==> src/rtl/wdh_pkg.sv <==
// Shared types and constants for the windowed density histogram.
// Used by every module of the block; depends on nothing.
package wdh_pkg;

    localparam int DIV_BITS   = 49;  // width of step + period/2
    localparam int DIV_CNT_W  = 6;
    localparam int MAX_IDX_W  = 6;   // bin index field width
    localparam int NB_W       = 7;   // active bin count width
    localparam int FRAME_W    = 18;
    localparam int STEP_W     = 48;
    localparam int CFG_IDX_W  = 3;
    localparam int CFG_DATA_W = 32;

    typedef enum logic [1:0] {
        OP_PARTICLE = 2'd0,
        OP_STEP     = 2'd1,
        OP_FINISH   = 2'd2,
        OP_NONE     = 2'd3
    } wdh_op_t;

    typedef enum logic [CFG_IDX_W-1:0] {
        REG_GROUP_BITS    = 3'd0,
        REG_BOX_LOW       = 3'd1,
        REG_BIN_INVERSE   = 3'd2,
        REG_BINS_IN_USE   = 3'd3,
        REG_SAMPLE_PERIOD = 3'd4,
        REG_HALF_WINDOW   = 3'd5
    } wdh_reg_t;

    typedef struct packed {
        logic [1:0]         op;
        logic signed [31:0] position;
        logic [31:0]        atom_group_mask;
        logic [STEP_W-1:0]  timestep;
    } wdh_in_t;

    typedef struct packed {
        logic [MAX_IDX_W-1:0] bin_index;
        logic [31:0]          bin_total;
        logic [FRAME_W-1:0]   frames_taken;
        logic [STEP_W-1:0]    window_centre;
        logic                 last;
    } wdh_out_t;

    typedef struct packed {
        logic [31:0]        group_bits;
        logic signed [31:0] box_low;
        logic [31:0]        bin_inverse;
        logic [NB_W-1:0]    bins_in_use;
        logic [31:0]        sample_period;
        logic [15:0]        half_window;
    } wdh_cfg_t;

    typedef enum logic {
        CMD_INC  = 1'b0,
        CMD_DUMP = 1'b1
    } wdh_cmd_kind_t;

    typedef struct packed {
        wdh_cmd_kind_t        kind;
        logic [MAX_IDX_W-1:0] bin;
        logic [FRAME_W-1:0]   frames;
        logic [STEP_W-1:0]    centre;
    } wdh_cmd_t;

    typedef enum logic [2:0] {
        F_IDLE,
        F_MUL,
        F_BIN,
        F_DIV,
        F_EVAL
    } wdh_front_state_t;

    typedef enum logic [1:0] {
        B_IDLE,
        B_INC_WR,
        B_DUMP_RD,
        B_DUMP_OUT
    } wdh_back_state_t;

endpackage

==> src/rtl/wdh_front.sv <==
// Front end: accepts words, bins particles, runs window timing for step and finish words.
// Depends on wdh_pkg; feeds commands into wdh_queue.
module wdh_front #(
    parameter int NUM_BINS  = 64,
    parameter int FRAC_BITS = 16
) (
    input  logic              clk,
    input  logic              rst_n,
    input  wdh_pkg::wdh_cfg_t cfg,
    input  logic              push,
    output logic              full,
    input  wdh_pkg::wdh_in_t  item,
    output logic              cmd_push,
    output wdh_pkg::wdh_cmd_t cmd,
    input  logic              cmd_full
);

    wdh_pkg::wdh_front_state_t state_reg, state_next;

    logic        sampling_reg, sampling_next;
    logic [wdh_pkg::FRAME_W-1:0] frame_reg, frame_next;
    logic        ld_valid_reg, ld_valid_next;
    logic [wdh_pkg::STEP_W-1:0]  ld_step_reg, ld_step_next;

    logic [31:0] diff_reg, diff_next;
    logic        neg_reg, neg_next;
    logic [63:0] prod_reg, prod_next;

    wdh_pkg::wdh_op_t op_reg, op_next;
    logic [wdh_pkg::STEP_W-1:0]   step_reg, step_next;
    logic [wdh_pkg::DIV_BITS-1:0] s2_reg, s2_next;
    logic [wdh_pkg::DIV_BITS-1:0] dvd_reg, dvd_next;
    logic [31:0] rem_reg, rem_next;
    logic [31:0] per_reg, per_next;
    logic [wdh_pkg::DIV_CNT_W-1:0] cnt_reg, cnt_next;

    logic [wdh_pkg::NB_W-1:0] nb;
    logic signed [32:0]       diff_full;
    logic [63:0]              shifted;
    logic                     keep;
    logic [32:0]              rem_sh;
    logic [31:0]              per_in;
    logic signed [33:0]       offset;
    logic signed [33:0]       win;
    logic                     in_win;
    logic                     dump_req;
    logic [wdh_pkg::DIV_BITS-1:0] centre_full;

    assign nb = (cfg.bins_in_use < wdh_pkg::NB_W'(NUM_BINS)) ?
                cfg.bins_in_use : wdh_pkg::NB_W'(NUM_BINS);
    assign full = (state_reg != wdh_pkg::F_IDLE);

    // Datapath helpers
    assign diff_full = {item.position[31], item.position} - {cfg.box_low[31], cfg.box_low};
    assign shifted   = prod_reg >> (2 * FRAC_BITS);
    assign keep      = neg_reg ? (cfg.bin_inverse == 32'd0) : (shifted < 64'(nb));
    assign rem_sh    = {rem_reg, dvd_reg[wdh_pkg::DIV_BITS-1]};
    assign per_in    = (cfg.sample_period == 32'd0) ? 32'd1 : cfg.sample_period;
    assign offset    = $signed({2'b00, rem_reg}) - $signed({3'b000, per_reg[31:1]});
    assign win       = $signed({18'd0, cfg.half_window});
    assign in_win    = (offset >= -win) && (offset < win);
    assign centre_full = s2_reg - {17'd0, rem_reg};

    always_comb
    begin
        priority if (op_reg == wdh_pkg::OP_STEP)
            dump_req = !in_win && (offset == win);
        else
            dump_req = in_win && (!ld_valid_reg || (ld_step_reg < step_reg));
    end

    // Next state and outputs
    always_comb
    begin
        state_next    = state_reg;
        sampling_next = sampling_reg;
        frame_next    = frame_reg;
        ld_valid_next = ld_valid_reg;
        ld_step_next  = ld_step_reg;
        diff_next     = diff_reg;
        neg_next      = neg_reg;
        prod_next     = prod_reg;
        op_next       = op_reg;
        step_next     = step_reg;
        s2_next       = s2_reg;
        dvd_next      = dvd_reg;
        rem_next      = rem_reg;
        per_next      = per_reg;
        cnt_next      = cnt_reg;
        cmd_push      = 1'b0;
        cmd.kind      = wdh_pkg::CMD_INC;
        cmd.bin       = neg_reg ? '0 : shifted[wdh_pkg::MAX_IDX_W-1:0];
        cmd.frames    = frame_reg;
        cmd.centre    = centre_full[wdh_pkg::STEP_W-1:0];

        unique case (state_reg)
            wdh_pkg::F_IDLE:
            begin
                if (push)
                begin
                    unique case (wdh_pkg::wdh_op_t'(item.op))
                        wdh_pkg::OP_PARTICLE:
                        begin
                            // drop unless sampling and in group
                            if (sampling_reg && ((item.atom_group_mask & cfg.group_bits) != 32'd0))
                            begin
                                diff_next  = diff_full[31:0];
                                neg_next   = diff_full[32];
                                state_next = wdh_pkg::F_MUL;
                            end
                        end
                        wdh_pkg::OP_STEP, wdh_pkg::OP_FINISH:
                        begin
                            op_next    = wdh_pkg::wdh_op_t'(item.op);
                            step_next  = item.timestep;
                            per_next   = per_in;
                            s2_next    = {1'b0, item.timestep} +
                                         {18'd0, per_in[31:1]};
                            dvd_next   = {1'b0, item.timestep} +
                                         {18'd0, per_in[31:1]};
                            rem_next   = '0;
                            cnt_next   = '0;
                            state_next = wdh_pkg::F_DIV;
                        end
                        wdh_pkg::OP_NONE:
                        begin
                            state_next = wdh_pkg::F_IDLE;
                        end
                        default:
                        begin
                            state_next = wdh_pkg::F_IDLE;
                        end
                    endcase
                end
            end
            wdh_pkg::F_MUL:
            begin
                prod_next  = {32'd0, diff_reg} * {32'd0, cfg.bin_inverse};
                state_next = wdh_pkg::F_BIN;
            end
            wdh_pkg::F_BIN:
            begin
                // hold until the queue takes the increment
                if (!keep)
                    state_next = wdh_pkg::F_IDLE;
                else if (!cmd_full)
                begin
                    cmd_push   = 1'b1;
                    state_next = wdh_pkg::F_IDLE;
                end
            end
            wdh_pkg::F_DIV:
            begin
                // one restoring step per cycle; only the remainder is kept
                if (rem_sh >= {1'b0, per_reg})
                    rem_next = 32'(rem_sh - {1'b0, per_reg});
                else
                    rem_next = rem_sh[31:0];
                dvd_next = {dvd_reg[wdh_pkg::DIV_BITS-2:0], 1'b0};
                cnt_next = cnt_reg + 1'b1;
                if (cnt_reg == wdh_pkg::DIV_CNT_W'(wdh_pkg::DIV_BITS - 1))
                    state_next = wdh_pkg::F_EVAL;
            end
            wdh_pkg::F_EVAL:
            begin
                cmd.kind = wdh_pkg::CMD_DUMP;
                if (dump_req)
                begin
                    if (!cmd_full)
                    begin
                        cmd_push      = 1'b1;
                        frame_next    = '0;
                        ld_valid_next = 1'b1;
                        ld_step_next  = step_reg;
                        sampling_next = 1'b0;
                        state_next    = wdh_pkg::F_IDLE;
                    end
                end
                else
                begin
                    if ((op_reg == wdh_pkg::OP_STEP) && in_win)
                    begin
                        sampling_next = 1'b1;
                        frame_next    = frame_reg + 1'b1;
                    end
                    else
                        sampling_next = 1'b0;
                    state_next = wdh_pkg::F_IDLE;
                end
            end
            default:
            begin
                state_next = wdh_pkg::F_IDLE;
            end
        endcase
    end

    // Control state
    always_ff @(posedge clk or negedge rst_n)
    begin
        if (!rst_n)
        begin
            state_reg    <= wdh_pkg::F_IDLE;
            sampling_reg <= 1'b0;
            frame_reg    <= '0;
            ld_valid_reg <= 1'b0;
            ld_step_reg  <= '0;
        end
        else
        begin
            state_reg    <= state_next;
            sampling_reg <= sampling_next;
            frame_reg    <= frame_next;
            ld_valid_reg <= ld_valid_next;
            ld_step_reg  <= ld_step_next;
        end
    end

    // Datapath registers
    always_ff @(posedge clk)
    begin
        diff_reg <= diff_next;
        neg_reg  <= neg_next;
        prod_reg <= prod_next;
        op_reg   <= op_next;
        step_reg <= step_next;
        s2_reg   <= s2_next;
        dvd_reg  <= dvd_next;
        rem_reg  <= rem_next;
        per_reg  <= per_next;
        cnt_reg  <= cnt_next;
    end

endmodule

==> config.mk <==
export PLATFORM = sky130hd
export DESIGN_NAME = wdh_front
export DESIGN_NICKNAME = d
export VERILOG_FILES = /design/src/rtl/wdh_pkg.sv /design/src/rtl/wdh_front.sv
export SDC_FILE = /design/constraint.sdc
export NUM_CORES = 2
export LEC_CHECK = 0
export BUFFER_PORTS_ARGS = -buffer_cell sky130_fd_sc_hd__buf_2
export CORE_MARGIN = 3
export CORE_UTILIZATION = 30
export DETAILED_ROUTE_END_ITERATION = 7
export SETUP_SLACK_MARGIN = 0.3
export SLEW_MARGIN = 5
export SYNTH_ARGS = -nofsm -noshare
export SYNTH_HDL_FRONTEND = slang
export SYNTH_SLANG_ARGS = --single-unit
==> constraint.sdc <==
create_clock -name clk -period 21.1 [get_ports clk]
set_clock_uncertainty 0.05 [all_clocks]
set_input_delay 6.33 -clock clk [delete_from_list [all_inputs] [get_ports clk]]
set_output_delay 6.33 -clock clk [all_outputs]
set_load 0.005 [all_outputs]
==> key figures <==
Cells and area
  • Final instance area: around 0.062 mm2
  • Fill count: 19200
  • Fraction of layout cells with a size suffix above 1: between 9 and 10%
  • Max reg flops: 49
  • Area delta synth->final: 10.3%
  • Fin nets: between 7000 and 8000

Worst setup path
  • Reg-to-Reg Start: diff_reg[20]$_DFFE_PP_
  • R2R depth: 28
  • Crit Path Class: in -> out
  • Worst Path Max Fanout: 9
  • Worst path arrival time: about 12 ns
  • Worst EP required: roughly 15 ns
  • Crit. End Element: output pin
  • Reg2reg end: prod_reg[62]$_DFFE_PP_
  • R2r setup slk: 12.13 ns
  • Setup crit start kind: input port

Clock network
  • Clk buf depth: 3
  • Clock sink total: between 300 and 400
  • Root Buffer Master: clkbuf_16
  • TritonCTS buffer count: 45
  • TritonCTS clock tree: built
  • Clk Latency, worst-skew pair: slightly above 0.6 ns
  • Post-CTS sizing: 0
  • Clock edge transition at the registers on the reported setup and hold paths: 0.06 ns
  • H-Tree Level Count: 2
  • CTS Hold Bufs: 0
  • Post-CTS setup buffers: 0

Timing
  • Final Max Tran Viols: 0
  • Hold Vio Cnt, Final: 0
  • Highest clock rate: 0.0552 GHz
  • Rel. slew slack: 18.3%
  • Final setup margin: 2.97 ns
  • Tcrit/Tclk final: 85.9%
  • Worst Max-Slew Pin Slew: approximately 1.2 ns
  • Setup violations, final: 0
  • Final setup TNS: 0 ns
  • RSZ-0062 raised after global routing: no
  • Crit path time final: roughly 18 ns

Global routing
  • Vias in the first global route: 45400
  • Maximum number of pins on one net before global-route repair: 70
  • First-pass GRT wire length: about 260000 um
  • Initial antenna violation count: 21
  • All-Layer GR Usage: 17.6%
  • Remaining Overflow, GRT: 0

Drt
  • Routed len/inst: 19.5 um
  • Routed vias: 42000
  • Met3 routed wirelength: 9160 um
  • Vias per cell: 4.87
  • 1st-pass router iterations: 5
  • ANT nets after route: 0
  • DR DRC count: 0
  • DR top layer: met5
  • Routed WL: 168000 um
  • DR iter-0 viols: roughly 2500
  • Met1 wire length: 64900 um
  • Met2 Routed Length: between 80000 and 90000 um

Logic synthesis
  • Cell accounting for the most synthesized area: fa_1
  • Yosys cell types: 99
  • Top FF cell, synth: edfxtp_1
  • Cells after Synth: ~5900
  • Number of synthesized flops with an enable pin: approximately 280
  • Syn Area/Cell: around 9.5 um2
  • Largest cells by area after synthesis: fa_1, edfxtp_1, ha_1, inv_1, and2_1
  • Post-synth top area share: a little under a third
  • Synth warnings: 0
  • Mapped Nets: 7588
  • Mapped Area: 0.0564 mm2
  • Sequential fraction of the synthesis area: 18.2%
  • #FFs+latches synth: 353
  • Ys async rst share: 20.1%

Hold path
  • Hold Crit Start: sampling_reg$_DFFE_PN0P_
  • Hold path depth: 2
  • Hold EP: sampling_reg$_DFFE_PN0P_
  • Worst Hold Class: reg -> reg

Placed design
  • HPWL Detailed: 129000 um
  • Placed instance area: 0.0606 mm2
  • Pre-CTS WS: about 2.8 ns
  • Port buffer count: ~340
  • GPL Wtd Cong: 0.873

Power and ir drop
  • Leakage power: 0.0300 uW
  • Power per cell area: 126 mW/mm2
  • Max rail drop VDD: 0.000390 V

Floorplan
  • I/O pin cnt: 344
  • # rows: 158
  • Core Region: 0.186 mm2
  • Initial Utilization: a little under a third
  • Horiz. Die Dim: roughly 440 um
  • Die Y: 440 um
  • Die area: 0.193 mm2

Flow run
  • MaxCap Viol Count: 0

Outcome
  • Outcome: completed
cell families after synthesis:
group | after synthesis | synth area share [%]
mux | 93 | 1.84
buf+inv | 1419 | 9.55
flops | 353 | 18.2
xor+xnor | 207 | 3.23
simple gates | 1803 | 16.6
fa+ha+maj | 1397 | 43.0
compound gates | 650 | 7.71
cells in the mapped netlist (all sizes together) (6+ instances only):
library cell,instances
a211o,6
a211oi,27
a21boi,16
a21o,92
a21oi,172
a221oi,11
a22oi,10
a31oi,18
and2,614
and3,38
and4,13
buf,34
clkbuf,249
dfrtp,71
edfxtp,282
fa,900
ha,497
inv,1135
mux2,73
mux2i,20
nand2,605
nand2b,29
nand3,66
nand4,43
nor2,192
nor2b,48
nor3,54
nor4,44
nor4b,8
o2111ai,6
o211ai,17
o21a,35
o21ai,132
o21bai,22
o22ai,6
o31ai,15
or2,9
or3,18
or4,6
xnor2,134
xor2,73
how the worst max path moves through the flow:
stage,from,endpoint,slack (ns)
floorplan,cfg[2],cmd_push,4.75
CTS,cfg[2],cmd_push,2.76
detailed placement,cfg[2],cmd_push,2.77
finish,cfg[2],cmd_push,2.97
global route,cfg[2],cmd_push,2.33
global placement,cfg[2],cmd_push,2.76
worst max-delay path, stage by stage:
cell	delay [ns]
buf_2	0.13
nor3_1	0.32
nand3_1	0.17
nor3_1	0.37
nand4_1	0.49
nor4_1	0.67
ha_1	0.24
nand4_1	0.19
nor4b_1	0.39
a31oi_1	0.13
o211ai_1	0.17
a311oi_1	0.14
nor2_1	0.34
nand4_1	0.28
o32ai_1	0.31
a21oi_1	0.15
or3_1	0.35
a21oi_1	0.38
buf_2	0.20
power by group:
group / leakage, uW / switching [uW] / total [uW] / internal (uW)
Sequential: 0.00375 / 0 / 992 / 992
Combinational: 0.0255 / 3510 / 6020 / 2510
Clock: 0.000753 / 336 / 814 / 478
Total: 0.0300 / 3850 / 7830 / 3980
routing by layer:
layer	vias up	global-route usage, %
met4	2	5.01
met2	1233	32.9
met1	21400	20.7
met3	310	2.41
li1	19000	-
met5	-	0
cell usage in the layout, fill, tap and decap left out, types with 9 or more instances in the layout:
master	count
a211oi_1	26
a21boi_0	11
a21o_1	92
a21oi_1	169
a221oi_1	9
a22oi_1	10
a31oi_1	16
and2_1	614
and3_1	36
and4_1	12
buf_2	342
buf_4	66
clkbuf_1	10
clkbuf_16	45
dfrtp_1	71
edfxtp_1	282
fa_1	900
ha_1	497
inv_1	1135
mux2_2	68
mux2i_1	20
nand2_1	603
nand2b_1	29
nand3_1	66
nand4_1	43
nor2_1	191
nor2b_1	48
nor3_1	50
nor4_1	41
o211ai_1	17
o21a_1	35
o21ai_0	113
o21ai_1	14
o21bai_1	21
o31ai_1	14
or3_1	18
xnor2_1	133
xor2_1	73
per-stage QoR:
stage | instances | power [uW] | util [%] | hold slack, ns
floorplan | 5922 | 5330 | - | 0.397
global placement | 8527 | 6990 | 32.6 | 0.415
detailed placement | 8527 | 7100 | 32.6 | 0.418
CTS | 8610 | 7990 | 33.4 | 0.437
global route | 8610 | 8780 | 33.4 | 0.463
finish | 8617 | 7830 | 33.4 | 0.437
layout make-up:
cell class	instances	area [um2]	share of cell area, %
repair buffers	408	2210	3.55
well taps	2480	3100	4.99
flip-flops and latches	353	10200	16.5
clock buffers	60	1230	1.98
clock inverters	23	317	0.509
inverters	1136	4260	6.85
multi-input cells	4150	40800	65.6
diodes	7	17.5	0.0282
(Power assumes the default switching activity.)
