===== config.mk =====
export PLATFORM = sky130hd
export DESIGN_NAME = wdh_queue
export DESIGN_NICKNAME = d
export VERILOG_FILES = /design/src/rtl/wdh_pkg.sv /design/src/rtl/wdh_queue.sv
export SDC_FILE = /design/constraint.sdc
export NUM_CORES = 1
export LEC_CHECK = 0
export BUFFER_PORTS_ARGS = -buffer_cell sky130_fd_sc_hd__buf_2
export CAP_MARGIN = 20
export CORE_AREA = 10 10 117 119
export DETAILED_ROUTE_END_ITERATION = 12
export DIE_AREA = 0 0 127 129
export PLACE_DENSITY = 0.84
export SKIP_CTS_REPAIR_TIMING = 1
export SLEW_MARGIN = 40
export SYNTH_ARGS = -nofsm -noshare
export SYNTH_HDL_FRONTEND = slang
export SYNTH_SLANG_ARGS = --single-unit

===== constraint.sdc =====
create_clock -name clk -period 5.3 [get_ports clk]
set_clock_uncertainty 0.15 [all_clocks]
set_input_delay 1.06 -clock clk [delete_from_list [all_inputs] [get_ports clk]]
set_output_delay 1.06 -clock clk [all_outputs]
set_load 0.01 [all_outputs]

===== src/rtl/wdh_pkg.sv =====
// Shared types and constants for the windowed density histogram.
// Used by every module of the block; depends on nothing.
package wdh_pkg;

    localparam int DIV_BITS   = 49;  // width of step + period/2
    localparam int DIV_CNT_W  = 6;
    localparam int MAX_IDX_W  = 6;   // bin index field width
    localparam int NB_W       = 7;   // active bin count width
    localparam int FRAME_W    = 18;
    localparam int STEP_W     = 48;
    localparam int CFG_IDX_W  = 3;
    localparam int CFG_DATA_W = 32;

    typedef enum logic [1:0] {
        OP_PARTICLE = 2'd0,
        OP_STEP     = 2'd1,
        OP_FINISH   = 2'd2,
        OP_NONE     = 2'd3
    } wdh_op_t;

    typedef enum logic [CFG_IDX_W-1:0] {
        REG_GROUP_BITS    = 3'd0,
        REG_BOX_LOW       = 3'd1,
        REG_BIN_INVERSE   = 3'd2,
        REG_BINS_IN_USE   = 3'd3,
        REG_SAMPLE_PERIOD = 3'd4,
        REG_HALF_WINDOW   = 3'd5
    } wdh_reg_t;

    typedef struct packed {
        logic [1:0]         op;
        logic signed [31:0] position;
        logic [31:0]        atom_group_mask;
        logic [STEP_W-1:0]  timestep;
    } wdh_in_t;

    typedef struct packed {
        logic [MAX_IDX_W-1:0] bin_index;
        logic [31:0]          bin_total;
        logic [FRAME_W-1:0]   frames_taken;
        logic [STEP_W-1:0]    window_centre;
        logic                 last;
    } wdh_out_t;

    typedef struct packed {
        logic [31:0]        group_bits;
        logic signed [31:0] box_low;
        logic [31:0]        bin_inverse;
        logic [NB_W-1:0]    bins_in_use;
        logic [31:0]        sample_period;
        logic [15:0]        half_window;
    } wdh_cfg_t;

    typedef enum logic {
        CMD_INC  = 1'b0,
        CMD_DUMP = 1'b1
    } wdh_cmd_kind_t;

    typedef struct packed {
        wdh_cmd_kind_t        kind;
        logic [MAX_IDX_W-1:0] bin;
        logic [FRAME_W-1:0]   frames;
        logic [STEP_W-1:0]    centre;
    } wdh_cmd_t;

    typedef enum logic [2:0] {
        F_IDLE,
        F_MUL,
        F_BIN,
        F_DIV,
        F_EVAL
    } wdh_front_state_t;

    typedef enum logic [1:0] {
        B_IDLE,
        B_INC_WR,
        B_DUMP_RD,
        B_DUMP_OUT
    } wdh_back_state_t;

endpackage


===== src/rtl/wdh_queue.sv =====
// Two-entry command queue between front and back end.
// Depends on wdh_pkg for the command type.
module wdh_queue (
    input  logic              clk,
    input  logic              rst_n,
    input  logic              wr,
    input  wdh_pkg::wdh_cmd_t wr_data,
    output logic              full,
    input  logic              rd,
    output wdh_pkg::wdh_cmd_t rd_data,
    output logic              empty
);

    wdh_pkg::wdh_cmd_t slot_reg [2];
    logic       head_reg, head_next;
    logic       tail_reg, tail_next;
    logic [1:0] count_reg, count_next;

    assign full    = (count_reg == 2'd2);
    assign empty   = (count_reg == 2'd0);
    assign rd_data = slot_reg[head_reg];

    // Advance pointers on each transfer
    always_comb
    begin
        head_next  = head_reg;
        tail_next  = tail_reg;
        count_next = count_reg;
        if (wr && !full)
        begin
            tail_next  = ~tail_reg;
            count_next = count_next + 2'd1;
        end
        if (rd && !empty)
        begin
            head_next  = ~head_reg;
            count_next = count_next - 2'd1;
        end
    end

    always_ff @(posedge clk or negedge rst_n)
    begin
        if (!rst_n)
        begin
            head_reg  <= 1'b0;
            tail_reg  <= 1'b0;
            count_reg <= '0;
        end
        else
        begin
            head_reg  <= head_next;
            tail_reg  <= tail_next;
            count_reg <= count_next;
        end
    end

    always_ff @(posedge clk)
    begin
        if (wr && !full)
            slot_reg[tail_reg] <= wr_data;
    end

endmodule


==> reports/metrics.yaml, run 1 <==
floorplanning:
  rows: 39
  ios: 152
  fp.dieH_um: 129
  core-area_um2: 11320
  start_util_pct: 50.85
  die_w_um: 127
  die_area_um2: 16380
routing:
  drc: 0
  vias: 2799
  final_antenna_net_count: 0
  post_drt_wl_per_cell_um: 18.47
  vias_per_cell: 4.919
  firstDrtPassIters: 4
  drtIter0Drc: 152
  routed_wl_mm: 10.51
critical_path:
  end_kind: "primary output"
  cp_max_fo: 29
  critPathKind: "flip-flop to primary output"
  worstSetupEndpoint: "rd_data[1]"
  crit_arrival_ns: 2.31
  critical_path_required_ns: 4.09
  worstSetupStartpoint: "head_reg"
  critPathBufInv: 3
  r2r-end: "slot_reg[1][1]"
  cpLargestDelayFamily: "buffers and inverters"
  regToRegStartpoint: "count_reg[0]"
  reg2reg_slack_ns: 2.83
  start_kind: "flip-flop"
  worst-path-stages: 4
  crit_chain: "buf_12 -> buf_4 -> mux2_4 -> buf_2"
  cp_slowest_cell: "dfrtp_4"
  cpPeakStageDelay_ns: 0.75
  worstRegToRegCells: 5
grt:
  grt_pass1_vias: 3132
  grt-ovfl-total: 0
  antenna_found_initial: 0
  globalRouteTotalUtil_pct: 12.74
  grt_first_pass_wirelength_mm: 16.26
  grt_max_degree: 42
clock_tree:
  cts_max_path_buffers: 2
  cts_max_level: 4
  numCtsBuffers: 17
  clock_sinks: 150
  clk_latency_ns: 0.40
  cts_tree: "done"
  clkTransAtPathRegs_ns: 0.06
  ctsRootBufferMaster: "clkbuf_16"
final_layout:
  multi_input_comb_area_um2: 1186
  nets: 495
  antenna_cells: 0
  syn2layout_area_growth_pct: 27.06
  largest_register_ffs: 146
  fill_cells: 772
  drive_gt1_share_pct: 60.80
  regArea_um2: 4488
logic_synthesis:
  yosysMostFrequentCell: "edfxtp_1"
  yosys_warnings: 0
  syn_area_um2: 5757
  yosys-top-cells-count: "edfxtp_1, mux2_4, mux2_2"
  ys_types: 16
  synthFlopType: "edfxtp_1"
  synth_top_area_share_pct: 76.16
  syn_inst: 249
  async_flop_share_pct: 2.667
  ys_seq_area_share_pct: 77.90
  synth-edff-count: 146
  yosys.area.top_type: "edfxtp_1"
  syn-num-nets: 328
  synth_area_leaders: "edfxtp_1, mux2_4, mux2_2"
  syn_area_per_cell_um2: 23.12
  synth-seq-cells: 150
timing:
  period_needed_ns: 3.525
  setup_ws_ns: 1.775
  finalMaxSlewViolations: 0
  fmax_ghz: 0.2837
  timing.setup.tns_ns: 0
  min_period_over_period_pct: 66.50
  tightest_slew_ns: 0.4954
  hold_viol: 0
  rsz0062_at_grt: "false"
  slew_headroom_pct: 66.97
  setup_viol: 0
place:
  hpwlAfterDp_mm: 7.662
  portBuffers: 151
  gp_congestion: 0.6818
  post-place-ws_ns: 2.163
outcome:
  run_status: "completed"
flow_run:
  drv_cap: 0
power:
  peakVddDrop_v: 0.0005655
  leakagePower_nw: 2.948
  power_density_nw_per_um2: 576.1
hold_path:
  hold_class: "primary input to asynchronous set/reset pin"
[placed cells by master (no fill, tap or decap)]
cell	n
mux2_2	13
nor2b_1	1
clkbuf_16	17
xor2_1	3
xnor2_1	3
buf_2	151
clkinv_1	2
inv_6	1
clkbuf_1	1
and2_4	1
nor2b_4	1
dfrtp_1	3
mux2i_1	1
nor3b_1	1
buf_8	1
buf_16	1
clkinv_2	3
ha_1	2
buf_4	1
and2b_1	1
inv_1	2
clkinvlp_4	1
nand3b_1	1
dfrtp_4	1
mux2_4	60
buf_12	3
bufinv_16	4
edfxtp_1	146
[per-layer routing]
| metal | share of wire, % | global-route usage, % | up-vias |
|---|---|---|---|
| met3 | 8.7 | 6.037 | 10 |
| li1 | - | - | 1314 |
| met4 | 0.82 | 4.622 | 0 |
| met5 | 0 | 0 | - |
| met1 | 39 | 13.78 | 1373 |
| met2 | 51 | 21.48 | 102 |
[logic make-up after synthesis]
family	after synthesis	synth area share, %
buf+inv	11	1.674
mux	74	18.37
fa+ha+maj	2	0.4346
flops	150	77.90
simple gates	6	0.7174
xor+xnor	6	0.9130
[metrics by stage]
stage	instance area [µm²]	instances	power [mW]	util, %	hold WS, ns
after floorplan	5757	249	2.653	-	0.3055
after global placement	6644	536	3.001	58.69	0.3655
after detailed placement	6726	540	3.088	59.42	0.3999
after CTS	7315	569	4.282	64.61	0.2958
after global routing	7315	569	4.425	64.61	0.2936
final	7315	569	4.214	64.61	0.3109
[final cells by class]
type	instances	share of cell area, %
Clock buffer	18	5.867
Clock inverter	11	2.172
Inverter	2	0.1026
Multi-Input combinational cell	88	16.22
Sequential cell	150	61.36
Tap cell	143	2.446
Timing Repair Buffer	157	11.84
[how the worst min path moves through the flow]
stage | startpoint | end | slack, ns | cells past startpoint
floorplan | tail_reg | tail_reg | 0.31 | 1
global placement | count_reg[0] | count_reg[0] | 0.37 | 1
detailed placement | tail_reg | tail_reg | 0.40 | 1
CTS | rst_n | count_reg[1] | 0.30 | 1
global route | rst_n | count_reg[1] | 0.29 | 1
finish | rst_n | count_reg[1] | 0.31 | 1
[power by group]
| group | internal [mW] | switching [mW] | leakage, nW | total [mW] |
|---|---|---|---|---|
| registers | 1.62 | 0.129 | 1.40 | 1.75 |
| logic | 0.677 | 0.599 | 1.26 | 1.28 |
| clock network | 0.774 | 0.410 | 0.287 | 1.18 |
Power figures use the tool's default switching activity.
==> run 2: changes to the inputs <==
--- a/config.mk
+++ b/config.mk
@@ -5,12 +5,13 @@
 export SDC_FILE = /design/constraint.sdc
 export NUM_CORES = 1
 export LEC_CHECK = 0
+export ABC_AREA = 1
 export BUFFER_PORTS_ARGS = -buffer_cell sky130_fd_sc_hd__buf_2
 export CAP_MARGIN = 20
-export CORE_AREA = 10 10 117 119
+export CORE_AREA = 10 10 115 117
 export DETAILED_ROUTE_END_ITERATION = 12
-export DIE_AREA = 0 0 127 129
-export PLACE_DENSITY = 0.84
+export DIE_AREA = 0 0 125 127
+export PLACE_DENSITY = 0.85
 export SKIP_CTS_REPAIR_TIMING = 1
 export SLEW_MARGIN = 40
 export SYNTH_ARGS = -nofsm -noshare
==> constraint.sdc (replaced) <==
create_clock -name clk -period 3.4 [get_ports clk]
set_clock_uncertainty 0.15 [all_clocks]
set_input_delay 0.68 -clock clk [delete_from_list [all_inputs] [get_ports clk]]
set_output_delay 0.68 -clock clk [all_outputs]
set_load 0.01 [all_outputs]
==> run 2 against run 1 <==
- worst hold slack gained 0.0033 ns
- design area shrank 2.8%
- global-route usage grew 2.3 points
- clock power grew 60%
- sequential power grew 54%
- sequential share of layout area grew 1.7 points
- die area shrank 3.1%
- first-iteration DRC count grew 64%
- combinational power grew 51%
- total power grew 55%
- critical path type unchanged
- critical endpoint is now rd_data[62]
==> reports/metrics.yaml, run 2 <==
outcome:
  run_status: "completed"
logic_synthesis:
  async_flop_share_pct: 2.667
  synth_xor_area_share_pct: 0.3142
  synth_top_family_by_area: "simple AND/OR/NAND/NOR gates"
  yosys.area.top_type: "edfxtp_1"
  yosys-top-cells-count: "nand2_1, edfxtp_1, buf_2"
  ys_types: 12
  yosysMostFrequentCell: "nand2_1"
  synth-edff-count: 146
  synth-simple-area-share_pct: 16.14
  synth_top_area_share_pct: 78.64
  synth_compound_area_share_pct: 0
  ys_seq_area_share_pct: 80.43
  syn_area_per_cell_um2: 13.47
  synth-seq-cells: 150
  syn_inst: 414
  yosys_warnings: 0
  synth_mux_area_share_pct: 0
  syn-num-nets: 493
  synth_fa_ha_area_share_pct: 0.4488
  syn_area_um2: 5575
  synthFlopType: "edfxtp_1"
  synth_area_leaders: "edfxtp_1, nand2_1, dfrtp_1"
critical_path:
  critical_path_required_ns: 2.57
  crit_arrival_ns: 1.97
  r2r-end: "slot_reg[1][9]"
  cp_slowest_cell: "dfrtp_2"
  worstSetupStartpoint: "head_reg"
  worstSetupEndpoint: "rd_data[62]"
  cpPeakStageDelay_ns: 0.72
  cp_max_fo: 43
  end_kind: "primary output"
  start_kind: "flip-flop"
  crit_chain: "buf_4 -> nand2_1 -> nand2_1 -> buf_2"
  cpMostUsedCell: "nand2_1"
  regToRegStartpoint: "count_reg[0]"
  reg2reg_slack_ns: 0.96
  critPathKind: "flip-flop to primary output"
  worstRegToRegCells: 6
timing:
  setup_viol: 0
  finalMaxSlewViolations: 0
  period_needed_ns: 2.798
  fmax_ghz: 0.3575
  hold_viol: 0
  min_period_over_period_pct: 82.28
  tightest_slew_ns: 0.5892
  hold_slack_ns: 0.3141
  rsz0062_at_grt: "false"
  slew_headroom_pct: 60.63
place:
  gp_congestion: 0.7799
  hpwlAfterDp_mm: 8.400
  portBuffers: 151
clock_tree:
  clk_latency_ns: 0.40
  cts_max_level: 4
  clkTransAtPathRegs_ns: 0.06
  cts_tree: "done"
  clock_sinks: 150
  ctsRootBufferMaster: "clkbuf_16"
  numCtsBuffers: 17
  cts_max_path_buffers: 2
power:
  leakagePower_nw: 3.096
  power_density_nw_per_um2: 916.0
  peakVddDrop_v: 0.0006528
grt:
  grt_pass1_vias: 3779
  grt_max_degree: 74
  globalRouteTotalUtil_pct: 15.00
  grt_first_pass_wirelength_mm: 18.82
  antenna_found_initial: 0
  grt-ovfl-total: 0
final_layout:
  largest_register_ffs: 146
  antenna_cells: 0
  final_common_cell: "nand2_1"
  final_util_pct: 63.93
  fill_cells: 819
  syn2layout_area_growth_pct: 27.58
  drive_gt1_share_pct: 32.09
  nets: 655
  final_cell_mix: "nand2_1, buf_2, edfxtp_1"
routing:
  drtIter0Drc: 249
  firstDrtPassIters: 4
  vias_per_cell: 4.817
  vias: 3526
  drc: 0
  routed_wl_mm: 11.93
  post_drt_wl_per_cell_um: 16.30
  final_antenna_net_count: 0
floorplanning:
  ios: 152
  start_util_pct: 50.11
  core-area_um2: 11130
  rows: 39
  die_area_um2: 15880
  fp.dieH_um: 127
  die_w_um: 125
flow_run:
  drv_cap: 0
hold_path:
  hold_class: "primary input to flip-flop"
==> run 2: layer usage <==
| layer | part of all wire [%] | global-route usage, % | vias up |
|---|---|---|---|
| met5 | 0 | 0 | - |
| met4 | 1.3 | 6.436 | 0 |
| met3 | 7.5 | 5.542 | 12 |
| met2 | 53 | 25.83 | 127 |
| met1 | 38 | 16.40 | 1670 |
| li1 | - | - | 1717 |
==> run 2: cell families (layout without fill, tap and decap cells) <==
| logic type | count (synthesis) | count (layout) |
|---|---|---|
| AND/OR/NAND/NOR | 237 | 237 |
| flip-flops | 150 | 150 |
| buffers and inverters | 23 | 198 |
| adder cells (fa/ha/maj) | 2 | 2 |
| XOR/XNOR | 2 | 2 |
==> run 2: per-stage QoR <==
stage                     setup slack, ns  cells  TNS (ns)  total power [mW]  cell area, µm²
after floorplan                    -1.220    414   -178.19             3.927            5575
after global placement              1.032    699         0             4.635            6490
after detailed placement           0.9694    699         0             4.711            6490
after CTS                          0.5539    731         0             6.608            7103
after global routing               0.3901    732         0             6.937            7113
final                              0.6024    732         0             6.516            7113
==> run 2: worst min path at each step <==
stage / from / end / slack [ns] / cells past startpoint
5_1_grt: wr_data[9] / slot_reg[0][9] / 0.29 / 1
3_3_place_gp: rst_n / count_reg[1] / 0.34 / 1
3_5_place_dp: rst_n / count_reg[1] / 0.35 / 1
6_report: wr_data[4] / slot_reg[1][4] / 0.31 / 1
2_1_floorplan: rst_n / count_reg[0] / 0.23 / 0
4_1_cts: rst_n / count_reg[1] / -0.09 / 1
==> run 2: cell type report <==
cell class / instances / area, µm² / share of cell area (%)
sequential: 150 / 4486 / 63.06
multi-input combinational: 241 / 957.2 / 13.46
timing repair buffer: 158 / 848.3 / 11.93
clock buffer: 18 / 429.2 / 6.033
clock inverter: 14 / 183.9 / 2.586
tap: 143 / 178.9 / 2.515
inverter: 8 / 30.03 / 0.4222
==> run 2: critical path: cells and delay by family (launching register included) <==
family / cells / cell delay, ns
DFF: 1 / 0.72
buffers and inverters: 2 / 0.62
and+or+nand+nor: 2 / 0.19
==> run 2: power breakdown <==
part / total [mW] / internal (mW) / switching [mW]
Sequential: 2.70 / 2.53 / 0.167
Combinational: 1.93 / 0.666 / 1.27
Clock: 1.89 / 1.22 / 0.667
Total: 6.52 / 4.42 / 2.10
==> run 3: changes to the inputs <==
==> constraint.sdc (replaced) <==
create_clock -name clk -period 2.85 [get_ports clk]
set_clock_uncertainty 0.15 [all_clocks]
set_input_delay 0.57 -clock clk [delete_from_list [all_inputs] [get_ports clk]]
set_output_delay 0.57 -clock clk [all_outputs]
set_load 0.01 [all_outputs]
==> run 3 against run 2 <==
- wire length is 1.2% higher
- clock power is 25% higher
- count of clock-buffer cells in the layout unchanged
- final cell count up 0.14%
- sequential share of layout area barely moved
- die area unchanged
- utilization about the same
- critical path type unchanged
- critical endpoint is now rd_data[52]
==> reports/metrics.yaml, run 3 (synthesis gave the netlist of run 2 again) <==
outcome:
  run_status: "completed"
critical_path:
  cp_max_fo: 37
  cp_slowest_cell: "dfrtp_2"
  cpMostUsedCell: "nand2_1"
  r2r-end: "slot_reg[1][22]"
  reg2reg_slack_ns: 0.69
  worstRegToRegCells: 6
  end_kind: "primary output"
  critical_path_required_ns: 2.13
  critPathKind: "flip-flop to primary output"
  crit_arrival_ns: 1.60
  cpPeakStageDelay_ns: 0.41
  start_kind: "flip-flop"
  crit_chain: "inv_2 -> buf_4 -> nand2_1 -> nand2_1 -> buf_2"
  regToRegStartpoint: "count_reg[0]"
hold_path:
  hold_depth: 1
  hold_class: "primary input to flip-flop"
  min_to: "slot_reg[1][45]"
  min_from: "wr_data[45]"
timing:
  tightest_slew_ns: 0.5395
  setup_viol: 0
  min_period_over_period_pct: 81.25
  hold_viol: 0
  finalMaxSlewViolations: 0
  rsz0062_at_grt: "false"
  period_needed_ns: 2.316
  slew_headroom_pct: 64.03
  fmax_ghz: 0.4318
clock_tree:
  clk_latency_ns: 0.40
  clock_sinks: 150
  cts_tree: "done"
  clkTransAtPathRegs_ns: 0.06
  numCtsBuffers: 17
  cts_max_path_buffers: 2
  cts_max_level: 4
  ctsRootBufferMaster: "clkbuf_16"
final_layout:
  final_util_pct: 63.92
  stdcell_count: 733
  nets: 657
  syn2layout_area_growth_pct: 27.56
  antenna_cells: 0
  drive_gt1_share_pct: 32.71
  final_common_cell: "nand2_1"
  largest_register_ffs: 146
  final_cell_mix: "nand2_1, buf_2, edfxtp_1"
grt:
  antenna_found_initial: 0
  grt_max_degree: 41
  grt-ovfl-total: 0
  grt_first_pass_wirelength_mm: 18.60
  grt_pass1_vias: 3731
  globalRouteTotalUtil_pct: 14.73
power:
  total_power_mw: 7.886
  power_density_nw_per_um2: 1109
  leakagePower_nw: 3.112
  peakVddDrop_v: 0.001068
floorplanning:
  die_area_um2: 15880
  ios: 152
  start_util_pct: 50.11
  fp.dieH_um: 127
  rows: 39
  core-area_um2: 11130
  die_w_um: 125
routing:
  vias_per_cell: 4.802
  final_antenna_net_count: 0
  firstDrtPassIters: 4
  vias: 3520
  drtIter0Drc: 256
  routed_wl_mm: 12.07
  post_drt_wl_per_cell_um: 16.47
  drc: 0
place:
  hpwlAfterDp_mm: 8.240
  portBuffers: 151
  dp_cells: 701
  gp_congestion: 0.8046
flow_run:
  drv_cap: 0
[run 3: changes by cell type in the layout (fill, tap and decap cells not counted)]
cell	delta
buf_4	+5
buf_12	-3
clkinv_1	-3
clkinv_2	+2
bufinv_16	+1
clkinv_4	-1
clkinvlp_4	-1
inv_6	+1
[run 3: how the worst max path moves through the flow]
| stage | cells after the start | slack [ns] | endpoint | start |
|---|---|---|---|---|
| floorplan | 5 | -0.56 | slot_reg[0][0] | count_reg[0] |
| global placement | 6 | 0.79 | slot_reg[1][15] | count_reg[0] |
| detailed placement | 6 | 0.71 | slot_reg[0][30] | count_reg[0] |
| CTS | 5 | 0.48 | rd_data[52] | head_reg |
| global route | 5 | 0.41 | rd_data[52] | head_reg |
| finish | 5 | 0.53 | rd_data[52] | head_reg |
[run 3: critical path: cells and delay by family, from the launching register on]
family | cells | cell delay, ns
flops | 1 | 0.41
simple gates | 2 | 0.22
buf+inv | 3 | 0.53
[run 3: per-layer routing]
| layer | GRT usage [%] | vias to the layer above | routed length (µm) |
|---|---|---|---|
| met5 | 0 | - | 0 |
| met4 | 5.962 | 0 | 142 |
| met3 | 5.666 | 12 | 717 |
| met2 | 24.68 | 107 | 6178 |
| met1 | 16.69 | 1685 | 5033 |
| li1 | - | 1716 | - |
[run 3: area by class of cell]
class,instances,area [µm²]
Timing Repair Buffer,160,825.8
Inverter,8,30.03
Tap cell,143,178.9
Sequential cell,150,4486
Clock buffer,18,429.2
Fill cell,831,4014
Clock inverter,13,205.2
Multi-Input combinational cell,241,957.2
[run 3: power by group]
part           internal, mW  switching [mW]  leakage [nW]
clock                  1.55           0.820         0.302
sequential             3.02           0.129          1.40
combinational         0.767            1.60          1.41
total                  5.33            2.55          3.11
[run 3: metrics by stage]
step	area [µm²]	worst slack, ns	TNS (ns)	hold slack [ns]
after floorplan	5580	-0.5622	-82.07	0.1244
after global placement	6467	0.7861	0	0.2290
after detailed placement	6467	0.7053	0	0.2331
after CTS	7102	0.4812	0	-0.2044
after global routing	7112	0.4087	0	0.1761
final	7112	0.5342	0	0.2080
